`config.mk`:
```
export PLATFORM = sky130hd
export DESIGN_NAME = tlg_ram
export DESIGN_NICKNAME = d
export VERILOG_FILES = /design/src/rtl/tlg_ram.sv
export SDC_FILE = /design/constraint.sdc
export NUM_CORES = 1
export LEC_CHECK = 0
export ABC_AREA = 1
export CAP_MARGIN = 40
export CORE_ASPECT_RATIO = 2
export CORE_MARGIN = 8
export CORE_UTILIZATION = 40
export DETAILED_ROUTE_END_ITERATION = 7
export DONT_BUFFER_PORTS = 1
export HOLD_SLACK_MARGIN = 0.15
export PLACE_DENSITY = 0.51
export REMOVE_ABC_BUFFERS = 1
export SYNTH_ARGS = -nofsm -noshare
export SYNTH_HDL_FRONTEND = slang
export SYNTH_SLANG_ARGS = --single-unit
```
`constraint.sdc`:
```
create_clock -name clk_i -period 1.4 [get_ports clk_i]
set_input_delay 0.14 -clock clk_i [delete_from_list [all_inputs] [get_ports clk_i]]
set_output_delay 0.14 -clock clk_i [all_outputs]
set_load 0.02 [all_outputs]
```
`src/rtl/tlg_ram.sv`:
```
// ----------------------------------------------------------------------------
// Generic RAM
// One write port and one read port with a registered read.
// ----------------------------------------------------------------------------
module tlg_ram #(
  parameter int Width = 8,
  parameter int Depth = 16
) (
  input  logic                     clk_i,
  input  logic                     we_i,
  input  logic [$clog2(Depth)-1:0] waddr_i,
  input  logic [Width-1:0]         wdata_i,
  input  logic [$clog2(Depth)-1:0] raddr_i,
  output logic [Width-1:0]         rdata_o
);

  logic [Width-1:0] mem [Depth];

  always_ff @(posedge clk_i) begin
    if (we_i) begin
      mem[waddr_i] <= wdata_i;
    end
    rdata_o <= mem[raddr_i];
  end

endmodule

```
==> run_results.csv <==
group,metric,value,unit
die,core.rowCount,62,
hold_path,hold_depth,4,
timing,grt_setup_unrepaired,"false",
synthesis,synth_seq_cells,136,
die,num_io_pins,26,
detailed_routing,drt-total-wl,13100,µm
power,powerDensity,1440,nW/µm²
detailed_routing,wl_per_cell,16.6,µm
power,p_leak,2.88,nW
timing,slew_headroom,47.4,%
detailed_routing,drtIter0Drc,234,
synthesis,netlist.area_leader.share,66.7,%
detailed_routing,ant_nets,0,
timing,hold_viol,0,
timing,period_share,86.2,%
hold_path,hp-start,"raddr_i[1]",
place,gp_congestion,0.800,
clocking,cts_resized,0,
die,die-area,18700,µm²
detailed_routing,via_per_inst,4.54,
synthesis,synth_fa_ha_area_share,0,%
clocking,clock_latency,410,ps
worst_setup_path,endpoint_kind,"flop",
synthesis,syn_area,5770,µm²
clocking,cts_root_buf,"clkbuf_16",
timing,worstMarginPinSlew,787,ps
worst_setup_path,r2r_slack,360,ps
power,finalPower,9.76,mW
clocking,tritoncts,"done",
synthesis,synth_compound_area_share,0,%
synthesis,synth_async_sr_flop_share,0,%
clocking,path_clk_slew,50,ps
die,chipHeight,186,µm
timing,fin_skew,7.57,ps
die,dieWidth,101,µm
synthesis,synth_top_area_cell,"edfxtp_1",
timing,fmax,828,MHz
global_routing,grt_pass1_wl,20700,µm
layout,fin_cells,788,
run_status,status,"complete, no violations",
worst_setup_path,r2r_end,"rdata_o[1]",
synthesis,synth_common_cells,"nand2_1, edfxtp_1, inv_1",
global_routing,antenna_found_initial,5,
worst_setup_path,worstPathArrival,1330,ps
synthesis,syn-instance-count,551,
worst_setup_path,crit_required,1530,ps
worst_setup_path,start_kind,"input pin",
clocking,cts_buffer_depth,2,
clocking,cts_sinks,136,
timing,slew_viol_final,0,
synthesis,synthSimpleGateAreaFrac,21.0,%
layout,area_delta_synth_final,17.7,%
synthesis,synth-seq-area-share,69.4,%
synthesis,synth_cell_types,12,
global_routing,grt-ovfl-total,0,
global_routing,grt_use_total,15.3,%
clocking,ctsHtreeMaxLevel,4,
global_routing,first_global_vias,3521,
layout,layout-drive-gt1-share,9.11,%
place,placed_cells,739,
synthesis,yosysWarningCount,0,
clocking,post_cts_buffers,0,
layout,fin_nets,598,
die,design.core.area,14200,µm²
clocking,cts_hold_buf,14,
synthesis,avgSynthCellArea,10.5,µm²
global_routing,grt_start_max_net_pins,66,
worst_setup_path,path_max_fanout,6,
hold_path,hold_class,"input pin to flop",
detailed_routing,drc,0,
clocking,cts_made_buffers,17,
synthesis,ys.flop_type,"edfxtp_1",
detailed_routing,first_pass_iters,5,
synthesis,synth-xor-area-share,0,%
place,io_buffers,0,
hold_path,holdPathEnd,"rdata_o[0]",
power,peakVddDrop,1.18,mV
worst_setup_path,r2r-start,"mem[8][1]",
place,place_hpwl,8390,µm
timing,fin_setup_tns,0,ps
synthesis,synth_edf_count,128,
detailed_routing,num_vias,3577,
worst_setup_path,ff2ff_path_depth,6,
synthesis,synth_top_family_by_area,"simple AND/OR/NAND/NOR gates",
synthesis,synthMuxAreaShare,0,%
synthesis,synth_area_leaders,"edfxtp_1, nand2_1, nand3_1, inv_1, dfxtp_1",
timing,setup_viol,0,
run,maxCapViolations,0,
synthesis,yosys.cell_count.top_type,"nand2_1",
die,initial_core_util,40.6,%
worst_setup_path,critPathKind,"input pin to flop",
timing,fin_crit,1210,ps
==> worst max-delay path by stage <==
stage	from	to	slack, ps	cells past startpoint
after floorplan	raddr_i[0]	rdata_o[2]	280	6
after global placement	raddr_i[1]	rdata_o[1]	200	6
after detailed placement	raddr_i[1]	rdata_o[2]	180	6
after CTS	raddr_i[2]	rdata_o[2]	200	4
after global routing	raddr_i[2]	rdata_o[2]	120	4
final	waddr_i[0]	mem[13][7]	190	4
==> layout make-up <==
class	instances	area (µm²)
multi-input cells	289	1210
flip-flops and latches	136	4000
inverters	102	383
well taps	192	240
clock inverters	15	200
clock buffers	17	425
fillers	1355	7410
diodes	3	7.51
repair buffers	34	315
==> state kept, by name, summed over array words and instances (netlist names) <==
name,count
rdata_o,8
mem,128
==> placed cells by master, fill, tap and decap left out <==
cell type      count
clkbuf_16         17
buf_4             18
bufinv_16          4
clkinvlp_4         4
buf_12             2
edfxtp_1         128
nor2_1            17
diode_2            3
inv_2              2
clkinv_2           3
inv_1            100
nand3_1           97
dlygate4sd3_1     14
dfxtp_1            8
clkinv_4           1
nand3b_1           2
inv_6              3
nand2_1          173
==> stage by stage <==
step / worst slack [ps] / util [%] / hold WS [ps] / cell area, µm²
detailed placement: 180 / 42.4 / 240 / 6020
global placement: 204 / 42.4 / 240 / 6020
finish: 193 / 47.8 / 14.3 / 6790
floorplan: 280 / - / 239 / 5600
CTS: 197 / 47.8 / -11.4 / 6780
global route: 118 / 47.8 / 27.0 / 6790
==> kinds of logic (layout without fill, tap and decap cells) <==
family	after synthesis	count (layout)
other	0	3
AND/OR/NAND/NOR	289	289
buffers and inverters	126	168
flip-flops	136	136
==> routing by layer <==
layer	track usage [%]	up-vias	part of all wire, %
li1	-	1837	-
met1	18.4	1655	43
met2	25.6	66	50
met3	4.20	15	4.7
met4	5.05	4	1.5
met5	0	-	0.21
==> power breakdown <==
part	internal, mW	switching (mW)
sequential	4.55	0.0737
combinational	0.157	0.315
clock	2.99	1.67
total	7.70	2.06
==> critical path: stages <==
cell	delay [ps]
dlygate4sd3_1	570
nand2_1	150
nor2_1	260
buf_4	200
Power figures use the tool's default switching activity.
