## config.mk

```make
export PLATFORM = sky130hd
export DESIGN_NAME = tlg_row_update
export DESIGN_NICKNAME = d
export VERILOG_FILES = /design/src/rtl/tlg_pkg.sv /design/src/rtl/tlg_row_update.sv
export SDC_FILE = /design/constraint.sdc
export NUM_CORES = 1
export LEC_CHECK = 0
export BUFFER_PORTS_ARGS = -buffer_cell sky130_fd_sc_hd__buf_2
export CORE_MARGIN = 1
export CORE_UTILIZATION = 37
export DETAILED_ROUTE_END_ITERATION = 12
export MAX_ROUTING_LAYER = met4
export PLACE_DENSITY = 0.65
export SLEW_MARGIN = 20
export SYNTH_ARGS = -nofsm -noshare
export SYNTH_HDL_FRONTEND = slang
export SYNTH_SLANG_ARGS = --single-unit
```

## constraint.sdc

```tcl
create_clock -name vclk -period 7.18
set_input_delay 1.077 -clock vclk [all_inputs]
set_output_delay 1.077 -clock vclk [all_outputs]
set_load 0.02 [all_outputs]
```

## src/rtl/tlg_pkg.sv

```systemverilog
// ----------------------------------------------------------------------------
// Toroidal life generation package
// Shared sizes, types and codes for the grid engine and its row update logic.
// ----------------------------------------------------------------------------
package tlg_pkg;

  localparam int MaxCols  = 64;
  localparam int MaxRows  = 64;
  localparam int ColW     = 6;
  localparam int RowW     = 6;
  localparam int SizeW    = 7;
  localparam int CntW     = 4;
  localparam int AddrW    = RowW + 1;
  localparam int RamDepth = 2 * MaxRows;
  localparam int ApbAddrW = 3;
  localparam int ApbDataW = 32;
  localparam int RegIdxBit = 2;

  localparam logic [CntW-1:0] BirthCount   = CntW'(3);
  localparam logic [CntW-1:0] SurviveCount = CntW'(2);

  localparam logic RegWidth  = 1'b0;
  localparam logic RegHeight = 1'b1;

  typedef logic [MaxCols-1:0] row_t;
  typedef logic [ColW-1:0]    col_t;
  typedef logic [RowW-1:0]    rowidx_t;
  typedef logic [SizeW-1:0]   size_t;

  typedef enum logic [1:0] {
    REQ_WRITE   = 2'd0,
    REQ_ADVANCE = 2'd1,
    REQ_READ    = 2'd2,
    REQ_UNUSED  = 2'd3
  } req_e;

  typedef struct packed {
    row_t  up;
    row_t  mid;
    row_t  dn;
    size_t width;
    logic  active;
  } row_win_t;

endpackage

```

## src/rtl/tlg_row_update.sv

```systemverilog
// ----------------------------------------------------------------------------
// Life row update
// Computes the next generation of one grid row from the rows above, at and
// below it, wrapping columns at the configured width.
// ----------------------------------------------------------------------------
module tlg_row_update (
  input  tlg_pkg::row_win_t win_i,
  output tlg_pkg::row_t     row_o
);

  logic [tlg_pkg::SizeW-1:0] wm1_full;
  tlg_pkg::col_t             wm1;
  tlg_pkg::row_t             up_l, up_r, mid_l, mid_r, dn_l, dn_r;
  logic [tlg_pkg::CntW-1:0]  cnt [tlg_pkg::MaxCols];

  function automatic tlg_pkg::row_t left_of(tlg_pkg::row_t r, tlg_pkg::col_t last);
    left_of = {r[tlg_pkg::MaxCols-2:0], r[last]};
  endfunction

  function automatic tlg_pkg::row_t right_of(tlg_pkg::row_t r, tlg_pkg::col_t last);
    tlg_pkg::row_t res;
    res       = {r[0], r[tlg_pkg::MaxCols-1:1]};
    res[last] = r[0];
    right_of  = res;
  endfunction

  assign wm1_full = win_i.width - tlg_pkg::SizeW'(1);
  assign wm1      = wm1_full[tlg_pkg::ColW-1:0];

  assign up_l  = left_of(win_i.up, wm1);
  assign up_r  = right_of(win_i.up, wm1);
  assign mid_l = left_of(win_i.mid, wm1);
  assign mid_r = right_of(win_i.mid, wm1);
  assign dn_l  = left_of(win_i.dn, wm1);
  assign dn_r  = right_of(win_i.dn, wm1);

  always_comb begin
    for (int c = 0; c < tlg_pkg::MaxCols; c++) begin
      cnt[c] = tlg_pkg::CntW'(up_l[c]) + tlg_pkg::CntW'(win_i.up[c]) +
               tlg_pkg::CntW'(up_r[c]) + tlg_pkg::CntW'(mid_l[c]) +
               tlg_pkg::CntW'(mid_r[c]) + tlg_pkg::CntW'(dn_l[c]) +
               tlg_pkg::CntW'(win_i.dn[c]) + tlg_pkg::CntW'(dn_r[c]);
      if (win_i.active && (tlg_pkg::SizeW'(c) < win_i.width)) begin
        row_o[c] = (cnt[c] == tlg_pkg::BirthCount) ||
                   (win_i.mid[c] && (cnt[c] == tlg_pkg::SurviveCount));
      end else begin
        row_o[c] = win_i.mid[c];
      end
    end
  end

endmodule

```

==> metrics, run 1 <==
port buffer count=roughly 260; global-route wire length before repair=~84000 µm; mux cell area share after synthesis=0.1724; post-cts sizing count=0; RSZ-0062 raised after global routing=false; Final Hold Viols=0; largest family of logic cells by synthesized area=adder cells; fmax=147.1 MHz; setup TNS=0 ns; max_slew headroom=0.2469; Worst Setup End Kind=output port; final worst-path cycle share=0.9471; row count=73; WL/cell=~22 µm; Final ANT Viol Nets=0; Core ar.=39730 µm²; synthesized area per cell=8.855 µm²; type of origin of the critical path=input pin; Synth Area in Compound Gates=0.1347; Peak VDD IR=slightly above 0.08 mV; drt pass-1 iters=5; Netlist cell types=52; hold path start=win_i[86]; XOR/XNOR Fraction of Synth Area=0.003520; CP Max Fanout=4; Synthesis Warnings=0; status=completed; clock share of power=0; Max-cap violations=0; adder-cell share of the synthesized area=0.5050; CP Data Required Time=6.10 ns; PD cells=133.8 nW/µm²; vias in the first global route=14599; critical path type=input pin to output port; initial antenna violation count=8; Seq pwr share=0; sequential cells=0; Max Transition Viols Final=0; Syn Inst Count=about 1700; simple-gate share of the synthesized area=0.1141; final net count=between 2000 and 3000; Area growth syn-to-layout=13.65%; DRT iter0 DRCs=1025; sequential cell area=0 µm²; Least-Margin Pin Slew=1.118 ns; die area=41160 µm²; Via density=5.731; Post-Syn Area=14930 µm²; combinational share of power=1.000; post-CTS setup buffers=0; final setup vio count=0; Sw Pwr=between 1 and 1.5 mW; switching part of the total=0.5931; Worst Hold Class=input pin to output port; total power=roughly 2.3 mW; share of post-route cells with drive strength above 1=0.2130; # clk buffers=0; Via Count=approximately 14000; Starting Density=0.3758; die height=202.9 µm; grt total ovfl=0; final wirelength=53600 µm; P_int=923.6 µW; Leak Pwr=slightly above 8 nW; DRC=0; Syn Nets=2335; post-DP HPWL=45400 µm; Final WS setup=0.3800 ns; GP Congestion=approximately 0.96; hold path depth=4; register area share after synthesis=0; largest net degree at the start of global routing=46; die width=202.9 µm; Hold Crit Endpoint=row_o[14]; CTS Hold Buffers Added=0; GRT Util Overall=0.2717; minimum clock period=6.800 ns; io pins=264; Layout Utilization=0.4271; Worst Path Arrival=5.72 ns; pre-CTS setup slack=0.3684 ns
worst max path at each step:
stage                     slack, ns  depth (start not counted)       end  startpoint
after global placement         0.37                         19  row_o[0]    win_i[1]
final                          0.38                         19  row_o[0]    win_i[1]
after CTS                      0.35                         19  row_o[0]    win_i[1]
after detailed placement       0.37                         19  row_o[0]    win_i[1]
after global routing           0.12                         19  row_o[0]    win_i[2]
after floorplan                0.14                         21  row_o[0]    win_i[1]
power groups by stage:
stage                      Clock [mW]  Sequential, mW  Combinational [mW]
after floorplan                     0               0                1.56
after global placement              0               0                2.14
after detailed placement            0               0                2.25
after CTS                           0               0                2.26
after global routing      0.000000149               0                2.61
final                     0.000000187               0                2.27
worst max-delay path: stages:
cell,delay [ns]
buf_4,0.14
inv_2,0.06
ha_2,0.17
nor3b_2,0.24
xor2_1,0.14
or3_1,0.40
nor2_2,0.21
mux2_2,0.37
fa_1,0.47
inv_1,0.05
fa_1,0.50
fa_1,0.54
inv_1,0.04
ha_1,0.22
fa_1,0.38
o21ai_0,0.15
nand2_1,0.08
a31oi_2,0.26
buf_2,0.21
final cells by class:
class / instances / area [µm²]
fillers: 3937 / 22760
diodes: 10 / 25.02
multi-input cells: 1418 / 13920
repair buffers: 296 / 1589
inverters: 206 / 773.2
well taps: 525 / 656.9
placed cells by master, fill, tap and decap left out, types with 7 or more instances in the layout:
cell type / Yosys / final
a21oi_1: 213 / 213
a31oi_1: 20 / 19
a32oi_1: 8 / 7
buf_2: 19 / 263
buf_4: 1 / 31
diode_2: 0 / 10
fa_1: 256 / 256
ha_1: 193 / 192
inv_1: 205 / 205
mux2_2: 43 / 43
mux2i_1: 130 / 130
mux4_2: 35 / 35
nand2_1: 192 / 192
nand3_1: 83 / 83
nor2_1: 38 / 38
nor2_2: 17 / 17
nor3_1: 15 / 15
o21ai_0: 117 / 117
through the flow:
step           area, µm²  hold slack (ns)  instances
3_3_place_gp       16930            2.588       2445
3_5_place_dp       16930            2.592       2445
4_1_cts            16930            2.592       2445
6_report           16970            2.576       2455
2_1_floorplan      14930            2.320       1686
5_1_grt            16960            2.590       2453
cells in the mapped netlist (2+ instances only):
library cell | n | area share
mux2i_1 | 130 | 0.087
nand2b_1 | 3 | 0.0013
buf_2 | 19 | 0.0064
nor3_4 | 2 | 0.0022
nor2_4 | 2 | 0.0015
ha_1 | 193 | 0.16
or3_1 | 4 | 0.0017
a311oi_1 | 2 | 0.0012
inv_1 | 205 | 0.052
nand4_1 | 3 | 0.0013
mux4_2 | 35 | 0.053
nand2_1 | 192 | 0.048
xor2_1 | 2 | 0.0012
mux2_2 | 43 | 0.032
a21o_1 | 3 | 0.0015
clkbuf_1 | 39 | 0.0098
nand3_1 | 83 | 0.028
buf_6 | 2 | 0.0015
o21ai_0 | 117 | 0.039
o311a_1 | 2 | 0.0013
o21a_1 | 2 | 0.0010
xnor2_1 | 4 | 0.0023
nor2b_1 | 2 | 0.00084
a211oi_1 | 2 | 0.0010
and3_1 | 3 | 0.0013
a31oi_1 | 20 | 0.0084
o21ai_1 | 3 | 0.0010
or2_2 | 4 | 0.0017
nor2_1 | 38 | 0.0096
nor3_1 | 15 | 0.0050
nor2_2 | 17 | 0.0071
fa_1 | 256 | 0.34
a21oi_1 | 213 | 0.071
a32oi_1 | 8 | 0.0047
cell families after synthesis:
logic type,after synthesis
AOI/OAI and AO/OA,379
xor gates and xnor gates,6
adders and majority gates,449
buffers and inverters,268
muxes,208
and+or+nand+nor,376
routing by layer:
layer  part of all wire  GRT usage
met1               0.41     0.3529
met2               0.47     0.4412
met3              0.072    0.02825
met4              0.041    0.09372
met5                  0          -
(Power assumes the default switching activity.)
==> run 2: changes to the inputs <==
CORE_ASPECT_RATIO = 1.5   (was unset)
CORE_UTILIZATION = 45   (was 37)
PLACE_DENSITY = 0.74   (was 0.65)
==> metrics, run 2 (synthesized netlist as in run 1, its figures left out) <==
Worst Path Buf+Inv=5; CP Depth=19; Max Transition Viols Final=0; PD cells=133.7 nW/µm²; GP Congestion=1.019; status=completed; P_int=approximately 910 µW; crit path to=row_o[0]; combinational share of power=1.000; fmax=roughly 140 MHz; cell repeated most along the worst path=fa_1; post-CTS setup buffers=0; clock share of power=0; post-DP HPWL=approximately 44000 µm; Area growth syn-to-layout=12.47%; final non-filler cell area=16790 µm²; Fillers=3084; # clk buffers=0; critical path type=input pin to output port; RSZ-0062 raised after global routing=false; final wirelength=51250 µm; slowest cell on the critical path=fa_1; switching part of the total=0.5924; type of origin of the critical path=input pin; die width=150.7 µm; final worst-path cycle share=0.9684; drt pass-1 iters=6; GRT Util Overall=0.3195; global-route wire length before repair=around 80000 µm; post-cts sizing count=0; sequential cells=0; Worst Setup End Kind=output port; initial antenna violation count=4; Sw Pwr=1.330 mW; crit path cell chain=buf_2 -> inv_1 -> ha_2 -> nor3b_2 -> xor2_1 -> or3_1 -> nor2_2 -> mux2_2 -> fa_1 -> inv_1 -> fa_1 -> fa_1 -> inv_1 -> ha_1 -> fa_1 -> o21ai_0 -> nand2_1 -> a31oi_1 -> buf_2; commonest non-fill, non-tap cells in the layout=buf_2 (263), fa_1 (256), a21oi_1 (213), inv_1 (205); vias in the first global route=15106; CP Data Required Time=6.10 ns; WL/cell=21.89 µm; share of post-route cells with drive strength above 1=0.2128; Leak Pwr=8.193 nW; final net count=between 2000 and 3000; minimum clock period=about 7.0 ns; setup TNS=0 ns; pre-CTS setup slack=0.3127 ns; Peak VDD IR=~0.073 mV; row count=81; Worst Path Arrival=5.88 ns; Crit path max-delay family=adder cells; Worst Hold Class=input pin to output port; die height=approximately 230 µm; most common cell after layout, fill and taps aside=buf_2; Core ar.=32630 µm²; DRC=0; Via density=6.104; Placement Cell Area=16780 µm²; Final WS setup=0.2271 ns; Final ANT Viol Nets=0; port buffer count=264; Max-cap violations=0; io pins=~260; CP Max Fanout=12; Starting Density=0.4575; sequential cell area=0 µm²; grt total ovfl=0; largest net degree at the start of global routing=46; die area=33920 µm²; DRT iter0 DRCs=975; final setup vio count=0; Via Count=14290; CTS Hold Buffers Added=0; Layout Utilization=0.5145; total power=2.245 mW; CP startpoint=win_i[2]; Seq pwr share=0; Final Hold Viols=0; CP peak stage delay=0.56 ns; Least-Margin Pin Slew=approximately 1.3 ns; max_slew headroom=0.1463
==> run 2: tightest hold or removal path, delay by kind of cell <==
kind	cells	cell delay, ns
buf+inv	3	0.34
compound gates	1	0.05
==> run 2: power by group through the flow <==
stage            clock (mW)  sequential (mW)  combinational (mW)
2_1_floorplan             0                0                1.56
3_3_place_gp              0                0                2.11
3_5_place_dp              0                0                2.24
4_1_cts                   0                0                2.25
5_1_grt        0.0000000745                0                2.58
6_report       0.0000000746                0                2.24
==> run 2: through the flow <==
step | std cells | hold slack, ns
after CTS | 2337 | 2.548
after global routing | 2341 | 2.579
final | 2341 | 2.553
after floorplan | 1686 | 2.320
after global placement | 2337 | 2.548
after detailed placement | 2337 | 2.546
==> run 2: final cells by class <==
cell class                 instances  area, µm²  area share
inverter                         206      773.2     0.04605
tap                              415      519.2     0.03092
antenna                            4      10.01   0.0005961
timing repair buffer             298       1579     0.09404
multi-input combinational       1418      13910      0.8284
==> run 2: worst min path at each step <==
stage / start / to / slack (ns) / cells after the start
floorplan: win_i[86] / row_o[14] / 2.32 / 2
global placement: win_i[86] / row_o[14] / 2.55 / 4
detailed placement: win_i[86] / row_o[14] / 2.55 / 4
CTS: win_i[86] / row_o[14] / 2.55 / 4
global route: win_i[86] / row_o[14] / 2.58 / 4
finish: win_i[86] / row_o[14] / 2.55 / 4
==> run 2: metal layers <==
layer	vias to the layer above	track usage	routed length, µm
li1	6332	-	-
met1	6908	0.3597	18100
met2	758	0.5331	25390
met3	292	0.02713	3470
met4	0	0.2203	4294
met5	-	-	0
==> run 3: changes to the inputs <==
CORE_ASPECT_RATIO = 0.8   (was 1.5)
SETUP_SLACK_MARGIN = 0.4   (was unset)
==> metrics, run 3 (synthesized netlist as in run 1, its figures left out) <==
fmax=between 100 and 150 MHz; Via density=6.059; sequential cell area=0 µm²; CP startpoint=win_i[2]; grt total ovfl=0; final worst-path cycle share=0.9384; commonest non-fill, non-tap cells in the layout=buf_2 (262), fa_1 (256), a21oi_1 (212), inv_1 (205), ha_1 (192); io pins=264; CP Max Fanout=19; Via Count=14276; Least-Margin Pin Slew=~1 ns; minimum clock period=6.738 ns; Leak Pwr=8.204 nW; crit path to=row_o[61]; initial antenna violation count=9; Max-cap violations=0; # clk buffers=0; Final WS setup=0.4420 ns; Final ANT Viol Nets=0; port buffer count=approximately 260; post-DP HPWL=44220 µm; global-route wire length before repair=roughly 80000 µm; GRT Util Overall=0.3189; most common cell after layout, fill and taps aside=buf_2; die height=164.9 µm; DRC=0; final net count=2571; type of origin of the critical path=input pin; PD cells=135.0 nW/µm²; final wirelength=52570 µm; setup TNS=0 ns; vias in the first global route=~14000; Worst Path Arrival=5.66 ns; Worst Hold Class=input pin to output port; Max Transition Viols Final=0; CP Data Required Time=6.10 ns; status=completed; final setup vio count=0; Starting Density=0.4586; max_slew headroom=0.3383; DRT iter0 DRCs=1502; row count=59; pre-CTS setup slack=0.4011 ns; drt pass-1 iters=6; Area growth syn-to-layout=13.38%; die area=33910 µm²; Fillers=roughly 3000; Core ar.=32560 µm²; largest net degree at the start of global routing=46; CTS Hold Buffers Added=0; cell count after placement=2343; WL/cell=22.31 µm; die width=205.6 µm; GP Congestion=1.006; share of post-route cells with drive strength above 1=0.2193; Worst Setup End Kind=output port; sequential cells=0; non-filler cells, final=2356; Peak VDD IR=0.07106 mV; RSZ-0062 raised after global routing=true; Final Hold Viols=0; critical path type=input pin to output port
## run 3: layout make-up
cell class / count / area, µm² / area share
Tap cell: 427 / 534.3 / 0.03156
Antenna cell: 9 / 22.52 / 0.001331
Multi-Input combinational cell: 1420 / 14020 / 0.8281
Timing Repair Buffer: 294 / 1577 / 0.09314
Inverter: 206 / 775.7 / 0.04583
## run 3: report_power, final
part	switching, mW	total (mW)	internal [mW]
registers	0	0	0
logic	1.36	2.29	0.929
clock network	0	0.000000168	0.000000168
total	1.36	2.29	0.929
## run 3: worst min-delay path by stage
stage	slack [ns]	endpoint	start	cells after the start
2_1_floorplan	2.32	row_o[14]	win_i[86]	2
3_3_place_gp	2.56	row_o[14]	win_i[86]	4
3_5_place_dp	2.55	row_o[14]	win_i[86]	4
4_1_cts	2.55	row_o[14]	win_i[86]	4
5_1_grt	2.56	row_o[14]	win_i[86]	4
6_report	2.55	row_o[14]	win_i[86]	4
## run 3: timing repair
item	in CTS	in global routing
endpoints found under the setup margin	1	31
gates resized for setup	2	17
hold endpoints to repair	0	0
cloned	0	2
pin swaps	0	3
setup buffers	0	2
## run 3: worst max-delay path, cell delays in order
cell and delay [ns]:
buf_2 0.20, inv_1 0.08, ha_2 0.47, buf_4 0.36, nand2_1 0.17, nor2_1 0.46
nand2_1 0.24, mux2i_1 0.19, fa_1 0.53, inv_1 0.05, fa_1 0.45, ha_1 0.22
fa_1 0.38, o21ai_0 0.17, nand2_1 0.08, a21oi_1 0.29, buf_2 0.23
## run 3: through the flow
step / hold slack [ns] / util / cell area, µm² / total power [mW]
floorplan: 2.320 / - / 14970 / 1.572
global placement: 2.555 / 0.5158 / 16790 / 2.129
detailed placement: 2.545 / 0.5158 / 16790 / 2.249
CTS: 2.547 / 0.5161 / 16800 / 2.263
global route: 2.557 / 0.5199 / 16930 / 2.617
finish: 2.554 / 0.5199 / 16930 / 2.286
## run 3: routing by layer
| layer | up-vias | track usage | routed length [µm] |
|---|---|---|---|
| met4 | 0 | 0.08081 | 1529 |
| met2 | 774 | 0.4917 | 23760 |
| met1 | 7053 | 0.4371 | 22070 |
| met3 | 121 | 0.05032 | 5207 |
| met5 | - | - | 0 |
| li1 | 6328 | - | - |
